`src/sv/rv32x_ram.sv`:
```
// Generic single write port RAM with a registered, enabled read port.
// A read and a write to the same address in one cycle return the old data.
// No dependencies.
`timescale 1ns / 1ps
`default_nettype none

module rv32x_ram #(
  parameter int WIDTH = 8,
  parameter int DEPTH = 256,
  localparam int AW = (DEPTH > 1) ? $clog2(DEPTH) : 1
) (
  input  wire logic             clk,
  input  wire logic             we,
  input  wire logic [AW-1:0]    waddr,
  input  wire logic [WIDTH-1:0] wdata,
  input  wire logic             re,
  input  wire logic [AW-1:0]    raddr,
  output logic      [WIDTH-1:0] rdata
);

  logic [WIDTH-1:0] mem [DEPTH];

  always_ff @(posedge clk) begin
    if (we) begin
      mem[waddr] <= wdata;
    end
    if (re) begin
      rdata <= mem[raddr];
    end
  end

endmodule

`default_nettype wire

```
`config.mk`:
```
export PLATFORM = sky130hd
export DESIGN_NAME = rv32x_ram
export DESIGN_NICKNAME = d
export VERILOG_FILES = /design/src/sv/rv32x_ram.sv
export SDC_FILE = /design/constraint.sdc
export NUM_CORES = 2
export LEC_CHECK = 0
export ABC_AREA = 0
export BUFFER_PORTS_ARGS = -buffer_cell sky130_fd_sc_hd__buf_4
export CELL_PAD_IN_SITES_DETAIL_PLACEMENT = 0
export CELL_PAD_IN_SITES_GLOBAL_PLACEMENT = 1
export CORE_ASPECT_RATIO = 1.75
export CORE_UTILIZATION = 40
export DETAILED_ROUTE_END_ITERATION = 16
export PLACE_DENSITY_LB_ADDON = 0.25
export SKIP_CTS_REPAIR_TIMING = 1
export SYNTH_ARGS = -nofsm -noshare
export SYNTH_HDL_FRONTEND = slang
export SYNTH_SLANG_ARGS = --single-unit
```
`constraint.sdc`:
```
create_clock -name clk -period 3 [get_ports clk]
set_clock_uncertainty 0.1 [all_clocks]
set_input_delay 0.15 -clock clk [delete_from_list [all_inputs] [get_ports clk]]
set_output_delay 0.15 -clock clk [all_outputs]
set_load 0.01 [all_outputs]
```
==> impl_metrics.env <==
export IMPL_synthFlopType="edfxtp_1"
export IMPL_worstSetupEndpointType="flop"
export IMPL_rsz0062_at_grt="false"
export IMPL_grt_max_degree=110
export IMPL_cts_buffers=182
export IMPL_worst_path_max_delay_cell="nor4_2"
export IMPL_powerDensity_nw_per_um2=630.5
export IMPL_swShare=0.2115
export IMPL_dr_pass1_iters=5
export IMPL_synth_seq_area_share=0.7753
export IMPL_ant_nets=0
export IMPL_cp_num_buf_inv=2
export IMPL_cts_sinks=2056
export IMPL_synth_top_cell_area_share=0.7753
export IMPL_ios=35
export IMPL_multiInputGateArea_um2=16540
export IMPL_worst_pin_slew_ns=1.098
export IMPL_worstSetupPathType="reg -> reg"
export IMPL_syn_avg_cell_area_um2=21.33
export IMPL_internal_power_mw=46.39
export IMPL_core_um2=197800
export IMPL_leakagePower_nw=29.76
export IMPL_critical_path_max_stage_delay_ns=0.69
export IMPL_finalMaxSlewViolations=0
export IMPL_grt_pass1_vias=41490
export IMPL_cpLargestDelayFamily="simple AND/OR/NAND/NOR gates"
export IMPL_fmax_ghz=0.3475
export IMPL_syn_area_um2=79640
export IMPL_grt_pass1_wl_mm=307.2
export IMPL_power_frac_seq=0.539
export IMPL_combPwrFrac=0.056
export IMPL_cts_path_max_buffers=4
export IMPL_chipHeight_um=592.3
export IMPL_vdd_drop_max_v=0.0006277
export IMPL_synthArstFlopShare=0
export IMPL_tns_ns=0
export IMPL_path_max_fanout=1
export IMPL_vias=39710
export IMPL_wl_per_cell_um=30.50
export IMPL_cts_root_buffer="clkbuf_16"
export IMPL_min_period_over_period=0.9592
export IMPL_relSlewSlack=0.2613
export IMPL_status="finished clean"
export IMPL_place_area_um2=87190
export IMPL_crit_top_cell="buf_4"
export IMPL_grt_usage=0.2149
export IMPL_ys_types=54
export IMPL_synth_edf_count=2056
export IMPL_hold_class="in -> reg"
export IMPL_tritoncts="yes"
export IMPL_cts_clk_slew_worst_paths_ns=0.07
export IMPL_avgViaCountPerCell=5.594
export IMPL_clock_latency_ns=0.83
export IMPL_htree_num_levels=4
export IMPL_finalCriticalPeriod_ns=2.878
export IMPL_synth_largest_area_cell="edfxtp_1"
export IMPL_start_util=0.4026
export IMPL_synthCells=3733
export IMPL_setup_viol=0
export IMPL_p_clk_frac=0.405
export IMPL_antenna_found_initial=10
export IMPL_overflow=0
export IMPL_fill_cells=16590
export IMPL_cp_arrival_ns=3.33
export IMPL_synth_area_leaders="edfxtp_1 (78%), mux4_2 (13%), mux2i_1 (1.7%)"
export IMPL_maxCapViolCount=0
export IMPL_drc=0
export IMPL_nets=4365
export IMPL_fin_area_um2=93300
export IMPL_final_hold_violation_count=0
export IMPL_synthesis_nets=3760
export IMPL_cp_start_kind="flop"
export IMPL_drive_above_1_share=0.3077
export IMPL_die_x_um=339.3
export IMPL_fp_row_count=216
export IMPL_worstPathCellList="mux4_2 -> nor2b_1 -> a211oi_1 -> buf_4 -> nor3_1 -> nor4_2 -> buf_4 -> nor4_1"
export IMPL_p_total_mw=58.83
export IMPL_required_ns=3.46
export IMPL_synth_seq_cells=2056
export IMPL_hold_slack_ns=0.08179
export IMPL_drt_wl_total_mm=216.5
export IMPL_area_delta_synth_final_pct=17.16
export IMPL_place_hpwl_mm=146.0
export IMPL_portBuffers=34
export IMPL_yosysWarnings=0
export IMPL_netSwitchingPower_mw=12.44
export IMPL_place_gp_congestion=0.8486
export IMPL_drt_iter0_markers=3349
export IMPL_regArea_um2=61740
export IMPL_die_area_um2=200900
## sequential cells by signal, summed over array words and instances (netlist names)
signal and cells:
mem 2048, rdata 8
## final cells by class
cell class | count | area share
multi-input cells | 1442 | 0.1773
clock inverters | 108 | 0.01297
clock buffers | 216 | 0.05041
diodes | 4 | 0.0001073
flip-flops and latches | 2056 | 0.6617
inverters | 2 | 0.00008046
repair buffers | 654 | 0.06233
well taps | 2616 | 0.03508
## path summary, 6_finish.rpt
check	start	endpoint	slack, ns	cells after the start
max reg2reg	mem[101][4]	rdata[4]	0.12	8
min reg2reg	mem[32][5]	rdata[5]	1.16	8
max	mem[101][4]	rdata[4]	0.12	8
min	waddr[6]	mem[139][6]	0.08	5
## Yosys cell counts (3+ instances only)
cell type	n
a221oi_1	13
and2_1	6
nand4_1	10
nor4_1	24
a22o_1	8
buf_12	8
o22a_1	5
or2_2	4
o32ai_1	4
nor4_2	3
nor2_1	282
buf_8	13
buf_2	31
buf_1	22
mux4_2	454
buf_4	27
buf_6	21
a22oi_1	133
nand2b_1	8
edfxtp_1	2056
nand3_1	34
o211ai_1	10
o22ai_1	28
nor3_1	22
nand2_1	33
mux2i_1	134
a21oi_1	96
a211oi_1	16
o221ai_1	46
clkbuf_1	111
o21ai_0	10
nor2b_1	31
## through the flow
step                setup slack, ns  cells    util
detailed placement          -0.9599   6753  0.4408
CTS                         -0.3790   7077  0.4706
global route                0.04751   7096  0.4716
finish                       0.1223   7098  0.4716
floorplan                    0.6739   3733       -
global placement            -0.9753   6753  0.4408
## layout by cell type (no fill, tap or decap), drive strengths merged, types with 6 or more instances in the layout
master / synthesis / routed
a211oi: 16 / 16
a21oi: 96 / 96
a221oi: 14 / 14
a22o: 8 / 8
a22oi: 133 / 133
and2: 6 / 6
buf: 122 / 637
bufinv: 0 / 26
clkbuf: 111 / 216
clkinv: 1 / 68
clkinvlp: 0 / 8
dlygate4sd3: 0 / 17
edfxtp: 2056 / 2056
inv: 1 / 8
mux2i: 134 / 134
mux4: 456 / 456
nand2: 33 / 33
nand2b: 8 / 8
nand3: 34 / 34
nand4: 10 / 10
nor2: 282 / 282
nor2b: 31 / 31
nor3: 22 / 22
nor4: 27 / 27
o211ai: 10 / 10
o21ai: 12 / 12
o221ai: 47 / 47
o22ai: 28 / 28
## power groups by stage
| stage | logic (mW) | clock network [mW] | registers [mW] |
|---|---|---|---|
| 3_3_place_gp | 3.32 | 0 | 32.3 |
| 3_5_place_dp | 3.35 | 0 | 32.3 |
| 2_1_floorplan | 1.54 | 0 | 32.3 |
| 4_1_cts | 3.35 | 24.2 | 31.7 |
| 5_1_grt | 3.46 | 25.1 | 31.7 |
| 6_report | 3.30 | 23.8 | 31.7 |
## cells by family after synthesis
kind of cell	Yosys count	share of synthesized area
DFF	2056	0.7753
muxes	591	0.1460
and+or+nand+nor	466	0.02625
AOI/OAI and AO/OA	385	0.03416
buffers and inverters	235	0.01829
## metal layers
| layer | vias to the layer above | share of wire | routed length (µm) | GRT usage |
|---|---|---|---|---|
| li1 | 16880 | - | - | - |
| met1 | 21340 | 0.36 | 77540 | 0.2450 |
| met2 | 1142 | 0.56 | 120600 | 0.4088 |
| met3 | 341 | 0.044 | 9437 | 0.02319 |
| met4 | 6 | 0.041 | 8880 | 0.08387 |
| met5 | - | 0.00022 | 47 | 0 |
## worst reg2reg max path: stages, from the launching register on
cell and delay [ns]:
edfxtp_1 0.37, mux4_2 0.47, nor2b_1 0.14, a211oi_1 0.34
buf_4 0.18, nor3_1 0.05, nor4_2 0.69, buf_4 0.23
nor4_1 0.05
Power figures use the tool's default switching activity.
